===== config.mk =====
export PLATFORM = sky130hd
export DESIGN_NAME = linear_probe_hash_table_core_flat
export DESIGN_NICKNAME = d
export VERILOG_FILES = /design/src/rtl/lpht_pkg.sv /design/src/rtl/lpht_req_if.sv /design/src/rtl/lpht_rsp_if.sv /design/src/rtl/linear_probe_hash_table_core.sv /design/src/rtl/lpht_mod.sv /design/src/flat_wrapper.sv
export VERILOG_INCLUDE_DIRS = /design/src /design/src/rtl
export SDC_FILE = /design/constraint.sdc
export NUM_CORES = 1
export LEC_CHECK = 0
export ABC_AREA = 1
export BUFFER_PORTS_ARGS = -buffer_cell sky130_fd_sc_hd__buf_2
export CAP_MARGIN = 40
export CELL_PAD_IN_SITES_DETAIL_PLACEMENT = 1
export CELL_PAD_IN_SITES_GLOBAL_PLACEMENT = 2
export CORE_MARGIN = 1
export CORE_UTILIZATION = 44
export DETAILED_ROUTE_END_ITERATION = 12
export PLACE_DENSITY = 0.81
export SYNTH_ARGS = -nofsm -noshare
export SYNTH_HDL_FRONTEND = slang
export SYNTH_SLANG_ARGS = --single-unit
export TNS_END_PERCENT = 1

===== constraint.sdc =====
create_clock -name i_clk -period 5.5 [get_ports i_clk]
set_clock_uncertainty 0.05 [all_clocks]
set_input_delay 0.275 -clock i_clk [delete_from_list [all_inputs] [get_ports i_clk]]
set_output_delay 0.275 -clock i_clk [all_outputs]
set_load 0.01 [all_outputs]

===== src/rtl/linear_probe_hash_table_core_assert.svh =====
// Assertion macros for the linear probing hash table.
// Included by the top level; the synthesis build gets empty definitions.
`ifndef LINEAR_PROBE_HASH_TABLE_CORE_ASSERT_SVH
`define LINEAR_PROBE_HASH_TABLE_CORE_ASSERT_SVH
`ifndef SYNTHESIS
// Same-cycle implication.
`define LPHT_ASSERT_IMPL(label, clk, rst_n, ante, cons) \
    label: assert property (@(posedge clk) disable iff (!rst_n) (ante) |-> (cons)) \
        else $error("lpht assertion failed");
// Next-cycle implication.
`define LPHT_ASSERT_NEXT(label, clk, rst_n, ante, cons) \
    label: assert property (@(posedge clk) disable iff (!rst_n) (ante) |=> (cons)) \
        else $error("lpht assertion failed");
`else
`define LPHT_ASSERT_IMPL(label, clk, rst_n, ante, cons)
`define LPHT_ASSERT_NEXT(label, clk, rst_n, ante, cons)
`endif
`endif


===== src/rtl/lpht_pkg.sv =====
// Shared constants and types of the linear probing hash table.
// No dependencies; used by the interfaces, the hash unit and the top level.
package lpht_pkg;

    localparam int TABLE_SIZE = 13;
    localparam int IDX_W      = $clog2(TABLE_SIZE);
    localparam int KEY_W      = 32;
    localparam int OP_W       = 2;
    localparam int STAT_W     = 3;
    localparam int SIDX_W     = 4;

    typedef enum logic [OP_W-1:0] {
        OP_CLEAR  = 2'd0,
        OP_INSERT = 2'd1,
        OP_REMOVE = 2'd2,
        OP_SEARCH = 2'd3
    } t_opcode;

    typedef enum logic [1:0] {
        SLOT_FREE    = 2'd0,
        SLOT_BUSY    = 2'd1,
        SLOT_REMOVED = 2'd2
    } t_slot_state;

    typedef enum logic [STAT_W-1:0] {
        ST_CLEARED   = 3'd0,
        ST_INSERTED  = 3'd1,
        ST_DUPLICATE = 3'd2,
        ST_FULL      = 3'd3,
        ST_REMOVED   = 3'd4,
        ST_FOUND     = 3'd5,
        ST_NOT_FOUND = 3'd6
    } t_status;

    typedef struct packed {
        t_slot_state        state;
        logic [KEY_W-1:0]   key;
    } t_slot;

endpackage


===== src/rtl/lpht_req_if.sv =====
// Request channel of the linear probing hash table.
// Depends on lpht_pkg for the field widths.
interface lpht_req_if
    import lpht_pkg::*;
();
    logic               valid;
    logic               ready;
    logic [OP_W-1:0]    opcode;
    logic [KEY_W-1:0]   key;

    modport source (output valid, output opcode, output key, input ready);
    modport sink   (input valid, input opcode, input key, output ready);
endinterface


===== src/rtl/lpht_rsp_if.sv =====
// Response channel of the linear probing hash table.
// Depends on lpht_pkg for the field widths.
interface lpht_rsp_if
    import lpht_pkg::*;
();
    logic               valid;
    logic               ready;
    logic [STAT_W-1:0]  status;
    logic [SIDX_W-1:0]  slot_index;

    modport source (output valid, output status, output slot_index, input ready);
    modport sink   (input valid, input status, input slot_index, output ready);
endinterface


===== src/rtl/linear_probe_hash_table_core.sv =====
// Linear probing hash table core: control sequencer and slot memory.
// Depends on lpht_pkg, lpht_req_if, lpht_rsp_if, lpht_mod and the assertion header.
//
// Requests arrive on i_req (opcode, key) and are taken when valid and ready are
// both high. Each request yields exactly one response on o_rsp (status,
// slot_index), held in an output register until the receiver takes it.
// The core handles one request at a time; ready is high only while it idles.
// A clear goes straight to the final state, from which its response
// is loaded into the output register. Insert, remove and search first
// compute the home slot in the pipelined modulo unit, then probe one
// slot per cycle through the slot memory, whose read is registered.
// An operation probes 1 to TABLE_SIZE slots, at most 13 for a table of
// 13 slots. A clear takes effect at once through a per-slot valid
// vector, so neither reset nor clear needs a pass over the memory.
// Reset leaves every slot free and the core idle with no response pending.
// When the receiver stalls, the finished result stays in the output register
// and the next request is still accepted; a later result waits in the
// sequencer until the output register is free.
`include "linear_probe_hash_table_core_assert.svh"

module linear_probe_hash_table_core
    import lpht_pkg::*;
(
    input  logic        i_clk,
    input  logic        i_rst_n,
    lpht_req_if.sink    i_req,
    lpht_rsp_if.source  o_rsp
);

    typedef enum logic [1:0] {
        S_IDLE,
        S_HASH,
        S_PROBE,
        S_FIN
    } t_state;

    localparam logic [IDX_W-1:0] LAST_IDX = IDX_W'(TABLE_SIZE - 1);

    t_state              r_state;
    t_opcode             r_op;
    logic [KEY_W-1:0]    r_key;
    logic [IDX_W-1:0]    r_pos;
    logic [IDX_W-1:0]    r_cnt;
    t_status             r_res_status;
    logic [SIDX_W-1:0]   r_res_idx;
    logic                r_out_vld;
    t_status             r_out_status;
    logic [SIDX_W-1:0]   r_out_idx;

    // Slot memory: state and key of each slot, plus a valid vector that
    // makes never-written or cleared slots read as free.
    t_slot               mem [TABLE_SIZE];
    logic [TABLE_SIZE-1:0] r_slot_vld;
    t_slot               r_rd_data;
    logic                r_rd_vld;

    logic                req_acc;
    logic                clr;
    logic                mod_start;
    logic                mod_done;
    logic [IDX_W-1:0]    mod_rem;

    logic                rd_en;
    logic [IDX_W-1:0]    rd_addr;
    logic                mem_we;
    logic [IDX_W-1:0]    wr_addr;
    t_slot               wr_data;

    logic                slot_busy;
    logic                slot_hit;
    logic                probe_last;
    logic [IDX_W-1:0]    next_pos;
    logic                fin;
    t_status             fin_status;
    logic [SIDX_W-1:0]   fin_idx;
    logic                out_load;

    assign req_acc   = i_req.valid && i_req.ready;
    assign clr       = req_acc && (t_opcode'(i_req.opcode) == OP_CLEAR);
    assign mod_start = req_acc && (t_opcode'(i_req.opcode) != OP_CLEAR);

    lpht_mod u_mod (
        .i_clk   (i_clk),
        .i_rst_n (i_rst_n),
        .i_start (mod_start),
        .i_key   (i_req.key),
        .o_done  (mod_done),
        .o_rem   (mod_rem)
    );

    // The slot read in the previous cycle, with invalid slots seen as free.
    assign slot_busy  = r_rd_vld && (r_rd_data.state == SLOT_BUSY);
    assign slot_hit   = slot_busy && (r_rd_data.key == r_key);
    assign probe_last = (r_cnt == LAST_IDX);
    assign next_pos   = (r_pos == LAST_IDX) ? '0 : r_pos + 1'b1;

    // The finished result moves to the output register once it is free.
    assign out_load   = (r_state == S_FIN) && (!r_out_vld || o_rsp.ready);

    // Probe decision. The memory is written only in the cycle that ends an
    // operation, and the next read comes many cycles later, so a read never
    // meets a write to the same slot in flight.
    always_comb begin
        rd_en      = 1'b0;
        rd_addr    = next_pos;
        mem_we     = 1'b0;
        wr_addr    = r_pos;
        wr_data    = '{state: SLOT_BUSY, key: r_key};
        fin        = 1'b0;
        fin_status = ST_NOT_FOUND;
        fin_idx    = '0;
        case (r_state)
            S_HASH: begin
                rd_addr = mod_rem;
                rd_en   = mod_done;
            end
            S_PROBE: begin
                if (r_op == OP_INSERT) begin
                    if (slot_hit) begin
                        fin        = 1'b1;
                        fin_status = ST_DUPLICATE;
                    end else if (!slot_busy) begin
                        mem_we     = 1'b1;
                        fin        = 1'b1;
                        fin_status = ST_INSERTED;
                        fin_idx    = SIDX_W'(r_pos);
                    end else if (probe_last) begin
                        fin        = 1'b1;
                        fin_status = ST_FULL;
                    end else begin
                        rd_en = 1'b1;
                    end
                end else begin
                    if (slot_hit) begin
                        fin     = 1'b1;
                        fin_idx = SIDX_W'(r_pos);
                        if (r_op == OP_REMOVE) begin
                            mem_we        = 1'b1;
                            wr_data.state = SLOT_REMOVED;
                            fin_status    = ST_REMOVED;
                        end else begin
                            fin_status = ST_FOUND;
                        end
                    end else if (probe_last) begin
                        fin        = 1'b1;
                        fin_status = ST_NOT_FOUND;
                    end else begin
                        rd_en = 1'b1;
                    end
                end
            end
            default: begin
                rd_en = 1'b0;
            end
        endcase
    end

    // Slot memory array, one write and one registered read per cycle.
    always_ff @(posedge i_clk) begin
        if (mem_we) begin
            mem[wr_addr] <= wr_data;
        end
        if (rd_en) begin
            r_rd_data <= mem[rd_addr];
        end
    end

    // Valid vector: reset and clear free every slot at once.
    always_ff @(posedge i_clk) begin
        if (!i_rst_n) begin
            r_slot_vld <= '0;
        end else if (clr) begin
            r_slot_vld <= '0;
        end else if (mem_we) begin
            r_slot_vld[wr_addr] <= 1'b1;
        end
        if (rd_en) begin
            r_rd_vld <= r_slot_vld[rd_addr];
        end
    end

    // Sequencer and output register.
    always_ff @(posedge i_clk) begin
        if (!i_rst_n) begin
            r_state   <= S_IDLE;
            r_out_vld <= 1'b0;
        end else begin
            if (out_load) begin
                r_out_vld <= 1'b1;
            end else if (o_rsp.valid && o_rsp.ready) begin
                r_out_vld <= 1'b0;
            end
            case (r_state)
                S_IDLE: begin
                    if (req_acc) begin
                        r_op  <= t_opcode'(i_req.opcode);
                        r_key <= i_req.key;
                        if (clr) begin
                            r_res_status <= ST_CLEARED;
                            r_res_idx    <= '0;
                            r_state      <= S_FIN;
                        end else begin
                            r_state <= S_HASH;
                        end
                    end
                end
                S_HASH: begin
                    if (mod_done) begin
                        r_pos   <= mod_rem;
                        r_cnt   <= '0;
                        r_state <= S_PROBE;
                    end
                end
                S_PROBE: begin
                    if (fin) begin
                        r_res_status <= fin_status;
                        r_res_idx    <= fin_idx;
                        r_state      <= S_FIN;
                    end else if (rd_en) begin
                        r_pos <= next_pos;
                        r_cnt <= r_cnt + 1'b1;
                    end
                end
                S_FIN: begin
                    if (out_load) begin
                        r_out_status <= r_res_status;
                        r_out_idx    <= r_res_idx;
                        r_state      <= S_IDLE;
                    end
                end
                default: begin
                    r_state <= S_IDLE;
                end
            endcase
        end
    end

    assign i_req.ready      = (r_state == S_IDLE);
    assign o_rsp.valid      = r_out_vld;
    assign o_rsp.status     = r_out_status;
    assign o_rsp.slot_index = r_out_idx;

    // A taken request keeps the core busy in the following cycle.
    `LPHT_ASSERT_NEXT(a_busy_after_accept, i_clk, i_rst_n, req_acc, !i_req.ready)
    // The home slot arrives only while the sequencer waits for it, and in range.
    `LPHT_ASSERT_IMPL(a_hash_in_wait, i_clk, i_rst_n, mod_done, r_state == S_HASH)
    `LPHT_ASSERT_IMPL(a_home_in_range, i_clk, i_rst_n, mod_done, mod_rem <= LAST_IDX)
    // A slot write always leaves that slot valid.
    `LPHT_ASSERT_NEXT(a_write_sets_valid, i_clk, i_rst_n, mem_we, r_slot_vld[$past(wr_addr)])

endmodule


===== src/rtl/lpht_mod.sv =====
// Home slot unit: key modulo TABLE_SIZE in three pipelined steps.
// Depends on lpht_pkg.
module lpht_mod
    import lpht_pkg::*;
(
    input  logic               i_clk,
    input  logic               i_rst_n,
    input  logic               i_start,
    input  logic [KEY_W-1:0]   i_key,
    output logic               o_done,
    output logic [IDX_W-1:0]   o_rem
);

    // Key chunks are 12, 12 and 8 bits wide. Their weights 2^12 and 2^24 are
    // reduced modulo TABLE_SIZE, which leaves a congruent sum below 2^21.
    localparam int SUM_W  = 24;
    localparam int PROD_W = SUM_W + 32;
    localparam int W1     = (1 << 12) % TABLE_SIZE;
    localparam int W2     = (W1 * W1) % TABLE_SIZE;
    // Reciprocal of TABLE_SIZE scaled by 2^32 and rounded up. The quotient
    // it gives is exact for every sum below 2^24.
    localparam logic [PROD_W-1:0] RECIP = PROD_W'((64'd1 << 32) / 64'(TABLE_SIZE) + 64'd1);

    logic               r_v1;
    logic               r_v2;
    logic               r_done;
    logic [SUM_W-1:0]   r_sum;
    logic [SUM_W-1:0]   r_sum2;
    logic [SUM_W-1:0]   r_q;
    logic [IDX_W-1:0]   r_rem;

    logic [SUM_W-1:0]   chunk_sum;
    logic [PROD_W-1:0]  prod;
    logic [SUM_W-1:0]   qn;
    logic [SUM_W-1:0]   diff;

    assign chunk_sum = SUM_W'(i_key[11:0])
                     + SUM_W'(i_key[23:12]) * SUM_W'(W1)
                     + SUM_W'(i_key[31:24]) * SUM_W'(W2);
    assign prod      = PROD_W'(r_sum) * RECIP;
    assign qn        = r_q * SUM_W'(TABLE_SIZE);
    assign diff      = r_sum2 - qn;

    always_ff @(posedge i_clk) begin
        if (!i_rst_n) begin
            r_v1   <= 1'b0;
            r_v2   <= 1'b0;
            r_done <= 1'b0;
        end else begin
            r_v1   <= i_start;
            r_v2   <= r_v1;
            r_done <= r_v2;
        end
    end

    always_ff @(posedge i_clk) begin
        if (i_start) begin
            r_sum <= chunk_sum;
        end
        if (r_v1) begin
            r_q    <= prod[PROD_W-1:32];
            r_sum2 <= r_sum;
        end
        if (r_v2) begin
            r_rem <= diff[IDX_W-1:0];
        end
    end

    assign o_done = r_done;
    assign o_rem  = r_rem;

endmodule

===== src/flat_wrapper.sv =====
// flat-port wrapper written by rule: the top's interface ports become plain ports
module linear_probe_hash_table_core_flat import lpht_pkg::*;
  (i_clk, i_rst_n, i_req_valid, i_req_opcode, i_req_key, i_req_ready, o_rsp_valid, o_rsp_status, o_rsp_slot_index, o_rsp_ready);
  lpht_req_if i_req_i ();
  lpht_rsp_if o_rsp_i ();
  input  logic i_clk;
  input  logic i_rst_n;
  input wire logic [$bits(i_req_i.valid)-1:0] i_req_valid;
  input wire logic [$bits(i_req_i.opcode)-1:0] i_req_opcode;
  input wire logic [$bits(i_req_i.key)-1:0] i_req_key;
  output wire logic [$bits(i_req_i.ready)-1:0] i_req_ready;
  output wire logic [$bits(o_rsp_i.valid)-1:0] o_rsp_valid;
  output wire logic [$bits(o_rsp_i.status)-1:0] o_rsp_status;
  output wire logic [$bits(o_rsp_i.slot_index)-1:0] o_rsp_slot_index;
  input wire logic [$bits(o_rsp_i.ready)-1:0] o_rsp_ready;
  assign i_req_i.valid = i_req_valid;
  assign i_req_i.opcode = i_req_opcode;
  assign i_req_i.key = i_req_key;
  assign i_req_ready = i_req_i.ready;
  assign o_rsp_valid = o_rsp_i.valid;
  assign o_rsp_status = o_rsp_i.status;
  assign o_rsp_slot_index = o_rsp_i.slot_index;
  assign o_rsp_i.ready = o_rsp_ready;
  linear_probe_hash_table_core u_core (.i_clk(i_clk), .i_rst_n(i_rst_n), .i_req(i_req_i), .o_rsp(o_rsp_i));
endmodule

* After elaboration in Yosys (flattened, before gate mapping) *
Memories as Yosys holds them, arrays and structs flattened. A register that Yosys moved wholly into a read port is not among the register bits.
Cells that the tools add are included.

cells by class
  $add $sub $neg = 5
  $mul = 2
  order comparisons = 3
  equality and inequality tests = 16
  muxes and demuxes = 64
  bitwise operators = 2
  reduce and logical (&&, ||, !) cells = 22

operators with widths
  operator                number
  $mux 4                  15
  $mul 14x27->41 const B  1
  $eq 32x32->1            1
  $mux 1                  24
  $pmux 4 s2              3
  $mul 21x4->4 const B    1
  $mux 3                  7
  $mux 2                  10
  $add 13x8->14           1
  $add 12x12->13          1
  $or 13x13->13           1
  $lt 4x5->1 const B      2
  $reduce_and 5->1        2
  $add 4x1->4 const B     2
  $eq 4x4->1 const B      2
  $logic_and 1x1->1       8
  $ne 2x2->1 const B      4
  $pmux 2 s4              1
  $reduce_bool 2->1       4
  $eq 2x1->1 const B      3
  $eq 2x2->1 const B      3
  $ne 2x1->1 const B      3
  $pmux 3 s2              1
  $reduce_and 3->1        2
  other kinds (11)        12

word-level totals
  flip-flop bits (word level) = 119
  memory bits (writable) = 442
  input port bits = 38
  output and inout bits = 9
  logic and storage cells = 134
  memories kept = 1

memory list
  memory      words  bits a word  read ports  clocked after Yosys merged registers in  write ports  RTL line                            text
  u_core.mem  13     34           1           1                                        1            linear_probe_hash_table_core.sv:52  t_slot mem [TABLE_SIZE];

* Longest topological paths before layout *
Gate-level depths: netlist of run 1.

  depth in word-level cells = 9
  gate-level depth with buffers = 24
  mapped depth without buffers = 24

* Hierarchy *
Synthesis of run 1 repeated with hierarchy kept, for this count alone.

second synthesis, totals
  cells, all modules = 2598
  area, all modules = 29151.7 um2

modules (own cells, without submodules)
  module                        instances  cells each  area an instance (um2)  seq. area each (um2)
  linear_probe_hash_table_core  1          1787        22401.5                 16325.7
  lpht_mod                      1          811         6750.2                  840.8

* Least setup slack after synthesis of run 1 *
OpenSTA, ideal clock, no wires.

  kind = register to register
  start point = register u_core.u_mod.r_sum[11]
  end point = register u_core.u_mod.r_q[2], data pin
  setup time = 0.252 ns
  data arrival time = 4.779 ns
  required time = 5.198 ns
  slack = 0.418 ns
  stages on the path, launching flop included = 22
  buffers on the path = 0
  period minus slack after synthesis = 5.082 ns
  cell sequence = edfxtp_1 fa_1 xor2_1 ha_1 a21oi_1 fa_1 fa_1 inv_1 fa_1 inv_1 fa_1 inv_1 ha_1 a21o_1 nand2_1 a21oi_1 nor3_1 a21oi_1 nor2_1 nand2_1 nand2_1 nand2_1

between the ends
  word-level cells in the longest chain between the ends = 1

RTL lines
  element                    RTL line        text
  from (decl)                lpht_mod.sv:27  logic [SUM_W-1:0] r_sum;
  from (signal assigned)     lpht_mod.sv:58  r_sum <= chunk_sum;
  $mul 14x27->41             lpht_mod.sv:40  assign prod = PROD_W'(r_sum) * RECIP;
  net u_core.u_mod.prod[34]  lpht_mod.sv:33  logic [PROD_W-1:0] prod;
  to (signal assigned)       lpht_mod.sv:61  r_q <= prod[PROD_W-1:32];
  to (decl)                  lpht_mod.sv:29  logic [SUM_W-1:0] r_q;

The timed path passes the listed nets, and every way through them passes these cells.
A chain may end at the register's enable or synchronous reset.

* Worst setup path in the final report of run 1 *
  start point = register u_core.u_mod.r_sum[12]
  end point = register u_core.u_mod.r_q[2], data pin

The elaborated chain is that of the path after synthesis.

==> results of run 1 <==
flip-flops by register name (all words and copies together), names as in the netlist, 2 cells and up:
| register | cells |
|---|---|
| u_core.r_slot_vld | 13 |
| u_core.o_rsp.status | 3 |
| u_core.r_key | 32 |
| u_core.r_cnt | 4 |
| u_core.r_rd_data | 34 |
| u_core.r_res_status | 3 |
| u_core.r_pos | 4 |
| u_core.r_op | 2 |
| u_core.r_res_idx | 4 |
| u_core.u_mod.o_rem | 4 |
| u_core.u_mod.r_sum2 | 4 |
| u_core.o_rsp.slot_index | 4 |
| u_core.mem | 442 |
| u_core.r_state | 2 |
| u_core.u_mod.r_q | 4 |
| u_core.u_mod.r_sum | 14 |
how the worst min path moves through the flow:
stage                                  to  slack [ps]  depth (start not counted)                    from
2_1_floorplan         u_core.u_mod.o_done         320                          2                 i_rst_n
3_3_place_gp       u_core.o_rsp.status[2]         360                          0  u_core.r_res_status[2]
3_5_place_dp   u_core.o_rsp.slot_index[1]         360                          0     u_core.r_res_idx[1]
4_1_cts                 u_core.u_mod.r_v1          10                          3             i_req_valid
6_report                u_core.u_mod.r_v1          40                          3             i_req_valid
5_1_grt                 u_core.u_mod.r_v1          30                          3             i_req_valid
worst max-delay path, stage by stage, from the launching register on:
cell and delay [ps]:
edfxtp_1 470, fa_1 550, xor2_1 170, ha_1 210, a21oi_2 130, fa_1 470, fa_1 550, inv_1 50
fa_1 550, inv_1 70, fa_1 530, inv_1 80, ha_4 290, nand2_1 60, inv_1 70, nand2_1 80
or2_2 290, a21oi_1 150, nor2_1 80, nand3_1 60, nand2_1 50
through the flow:
step	instance area (µm²)	hold slack [ps]	setup TNS [ps]
finish	32300	42.0	0
global route	32300	34.5	-23.8
CTS	32200	13.5	0
detailed placement	29900	356	0
global placement	29800	359	0
floorplan	28600	318	0
layer usage:
metal	wire (µm)	part of all wire, %
met5	12	0.015
met4	1760	2.3
met3	4150	5.4
met2	38200	49
met1	33400	43
area by class of cell:
type                    instances  share of cell area (%)
repair buffers                125                    3.25
clock buffers                  74                    4.75
inverters                     404                    4.72
clock inverters                32                    1.11
multi-input cells            1380                    29.6
well taps                     855                    3.32
diodes                          1                 0.00776
flip-flops and latches        578                    53.2
cells in the mapped netlist, types with 5 or more instances:
master	count
a21o_1	5
a21oi_1	152
buf_2	51
buf_4	5
clkbuf_1	38
dfxtp_1	19
edfxtp_1	559
fa_1	96
ha_1	142
inv_1	397
inv_2	7
nand2_1	217
nand3_1	93
nand4_1	20
nor2_1	210
nor3_1	13
nor4_1	6
o211ai_1	118
o21ai_0	212
o21ai_1	16
xnor2_1	25
xor2_1	24
cells by family (layout without fill, tap and decap cells):
| family | after synthesis | in the layout | synth area share [%] |
|---|---|---|---|
| compound gates | 521 | 521 | 10.4 |
| xor+xnor | 49 | 49 | 1.50 |
| fa+ha+maj | 238 | 238 | 12.9 |
| buf+inv | 498 | 635 | 6.82 |
| flops | 578 | 578 | 60.0 |
| other cells | 0 | 1 | 0 |
| simple gates | 572 | 572 | 8.34 |
timing repair:
action	CTS	global route
buffers inserted	0	3
hold endpoints to repair	40	0
hold buffers	36	0
setup endpoints to repair	0	3
gates resized for setup	0	5
==> flow_summary.toml, run 1 <==
[drt]
drc = 0
routed_via_density = 5.42
wl_per_cell_um = 22.5
dr.pass1.iters = 5
routed_wl_um = 77600
drt_iter0_markers = 1217
final_antenna_net_count = 0
vias = 18688

[cells_and_area]
seq_area_um2 = 17200
nFillCells = 6642
final_common_cell = "edfxtp_1"
area_delta_synth_final_pct = 12.7
final_nets = 2824
stdcell_count = 3449
final_cell_mix = "edfxtp_1 (559), inv_1 (384), nand2_1 (217)"
fin_util_pct = 50.1
multiInputGateArea_um2 = 9550
layout-drive-gt1-share_pct = 8.10

[grt]
grt_pass1_vias = 19995
grt-ovfl-total = 0
met2_usage_pct = 40.6
grt_use_met3_pct = 4.04
grtUsageTotal_pct = 23.8
use_met1_pct = 31.2
antenna_found_initial = 4
grt_pass1_wl_um = 119000
grt_max_degree = 103
busiest_layer = "met2"

[clock_network]
clockRootBuffer = "clkbuf_16"
clkSlewWorstSetupHoldPaths_ps = 60
clkSinkCount = 578
cts_tree = "built"
numCtsBuffers = 59
worstSkewPairLatency_ps = 650
cts_buffer_depth = 3
htree_levels = 2

[place]
pre_cts_ws_ps = 98.0
gp_congestion = 0.864
dp.cells = 3303
place_hpwl_um = 49900
io_buffers = 46

[setup_path]
endpoint_kind = "register"
reg2reg_slack_ps = 250
r2r_end = "u_core.u_mod.r_q[2]"
worst-endpoint-arrival_ps = 5570
cp_max_fo = 5
cp-endpoint = "u_core.u_mod.r_q[2]"
cp.required_ps = 5810
crit_type = "reg2reg"
reg2reg_depth = 20
worstSetupStartpointType = "register"
r2r_start = "u_core.u_mod.r_sum[12]"
cp-startpoint = "u_core.u_mod.r_sum[12]"

[floorplan]
dieArea_um2 = 66000
core_region_area_um2 = 64300
die_width_um = 257
num_io_pins = 47
dieHeight_um = 257
start_util_pct = 44.5
fp-row-count = 93

[sta]
setup_violations = 0
period_share_pct = 95.5
post-route-worst-setup-slack_ps = 248
slew_violations = 0
max_freq_ghz = 0.190
slew_headroom_pct = 42.0
min_period_ps = 5250
worstMarginPinSlew_ps = 870
final-hold-violation-count = 0

[outcome]
status = "finished clean"

[synth]
ys_seq_area_share_pct = 60.0
postSynthAreaPerCell_um2 = 11.6
ys_types = 38
synthCells = 2456
synth_enable_flop_cells = 559
ys.flop_type = "edfxtp_1"
synth_nets = 2732
yosys-top-cells-area = "edfxtp_1 (59%), fa_1 (6.7%), ha_1 (6.2%), inv_1 (5.2%), o21ai_0 (3.7%)"
synth_top_area_share_pct = 58.7
netlist_area_um2 = 28600
synth_async_sr_flop_share_pct = 0
yosysWarnings = 0
ys_seq_elements = 578
synth.largest_area_cell = "edfxtp_1"

[worst_hold_path]
hold_path_class = "in2reg"

[flow_run]
cap_violations = 0
Power of run 1 is not shown: default switching activity piles up to over one toggle a cycle in this logic, so the estimate is an artifact.
==> inputs of run 2 (changes only) <==
--- a/config.mk
+++ b/config.mk
@@ -15,6 +15,7 @@
 export CORE_UTILIZATION = 44
 export DETAILED_ROUTE_END_ITERATION = 12
 export PLACE_DENSITY = 0.81
+export RECOVER_POWER = 50
 export SYNTH_ARGS = -nofsm -noshare
 export SYNTH_HDL_FRONTEND = slang
 export SYNTH_SLANG_ARGS = --single-unit
==> flow_summary.toml, run 2 (synthesized netlist as in run 1, its figures left out) <==
[clock_network]
numCtsBuffers = 59
cts_buffer_depth = 3
clkSlewWorstSetupHoldPaths_ps = 60
clkSinkCount = 578
clockRootBuffer = "clkbuf_16"
worstSkewPairLatency_ps = 650
cts_tree = "built"
htree_levels = 2

[sta]
slew_headroom_pct = -75.0
setup_violations = 0
worstMarginPinSlew_ps = 2630
tns_ps = 0
max_freq_ghz = 0.190
slew_violations = 99
final-hold-violation-count = 0
min_period_ps = 5250
period_share_pct = 95.5

[setup_path]
crit_type = "reg2reg"
r2r_start = "u_core.u_mod.r_sum[12]"
cp_cell_sequence = "fa_1, xor2_1, ha_1, a21oi_2, fa_1, fa_1, inv_1, fa_1, inv_1, fa_1, inv_1, ha_4, nand2_1, inv_1, nand2_1, or2_2, a21oi_1, nor2_1, nand3_1, nand2_1"
cp.required_ps = 5810
worst_path_most_repeated_cell = "fa_1"
crit_slowest_cell = "fa_1"
endpoint_kind = "register"
worst-endpoint-arrival_ps = 5570
slowest_delay_ps = 550
reg2reg_depth = 20
worstSetupStartpointType = "register"
cp_max_fo = 5
reg2reg_slack_ps = 250
r2r_end = "u_core.u_mod.r_q[2]"

[place]
gp_congestion = 0.864
place_hpwl_um = 49900
io_buffers = 46

[drt]
routed_wl_um = 77500
drt_iter0_markers = 1211
vias = 18659
final_antenna_net_count = 0
drc = 0
wl_per_cell_um = 22.5
dr.pass1.iters = 4
routed_via_density = 5.41

[grt]
grtUsageTotal_pct = 23.8
grt_max_degree = 103
antenna_found_initial = 4
grt_pass1_wl_um = 119000
grt-ovfl-total = 0
grt_pass1_vias = 19995

[outcome]
violations = "capacitance limit, slew limit"
status = "finished with violations"

[cells_and_area]
final_cell_mix = "edfxtp_1 (559), inv_1 (384), nand2_1 (219)"
largest_reg_flops = 442
top_regs = "u_core.mem (442), u_core.r_rd_data (34), u_core.r_key (32)"
final_nets = 2824
largest_register = "u_core.mem"
layout-drive-gt1-share_pct = 6.13
area_delta_synth_final_pct = 12.4
fin_util_pct = 50.0
final_common_cell = "edfxtp_1"
antennaDiodeCount = 0

[floorplan]
dieArea_um2 = 66000
dieHeight_um = 257
core_region_area_um2 = 64300
num_io_pins = 47
start_util_pct = 44.5
die_width_um = 257
fp-row-count = 93

[worst_hold_path]
hold_depth = 3
hold_path_class = "in2reg"
worstHoldEndpoint = "u_core.u_mod.r_v1"
hold_start = "i_req_valid"

[flow_run]
cap_violations = 2
-- run 2: metal layers --
metal,GRT usage (%),wire length [µm]
met5,0,12
met3,4.04,4250
met1,31.2,33300
met4,6.51,1830
met2,40.6,38100
-- run 2: how the worst max path moves through the flow --
stage,start,end
CTS,u_core.u_mod.r_sum[12],u_core.u_mod.r_q[2]
finish,u_core.u_mod.r_sum[12],u_core.u_mod.r_q[2]
floorplan,u_core.u_mod.r_sum[11],u_core.u_mod.r_q[2]
detailed placement,u_core.u_mod.r_sum[12],u_core.u_mod.r_q[2]
global route,u_core.u_mod.r_sum[8],u_core.u_mod.r_q[2]
global placement,u_core.u_mod.r_sum[12],u_core.u_mod.r_q[2]
-- run 2: layout make-up --
| type | instances | area [µm²] |
|---|---|---|
| Clock buffer | 74 | 1530 |
| Clock inverter | 32 | 359 |
| Fill cell | 6666 | 32200 |
| Inverter | 404 | 1520 |
| Multi-Input combinational cell | 1380 | 9540 |
| Sequential cell | 578 | 17200 |
| Tap cell | 855 | 1070 |
| Timing Repair Buffer | 125 | 976 |
-- run 2: metrics by stage --
stage / instances / hold slack, ps / worst slack (ps) / cell area, µm²
finish: 3448 / 39.9 / 248 / 32200
global route: 3448 / 34.5 / -23.6 / 32200
CTS: 3445 / 13.5 / 78.8 / 32200
detailed placement: 3303 / 356 / 98.0 / 29900
global placement: 3295 / 359 / 102 / 29800
floorplan: 2456 / 318 / 418 / 28600
-- run 2: critical path: cells and delay by family, from the launching register on --
family	cells	cell delay [ps]
flip-flops	1	470
AND/OR/NAND/NOR	6	620
XOR/XNOR	1	170
adder cells (fa/ha/maj)	7	3150
AO/OA/AOI/OAI	2	280
buffers and inverters	4	270
-- run 2: what timing repair did --
action | CTS | global route
hold buffers | 36 | 0
setup endpoints to repair | 0 | 3
setup buffers | 0 | 3
endpoints found under the hold margin | 40 | 0
gates resized for setup | 0 | 5
Power of run 2 is left out for the same reason.
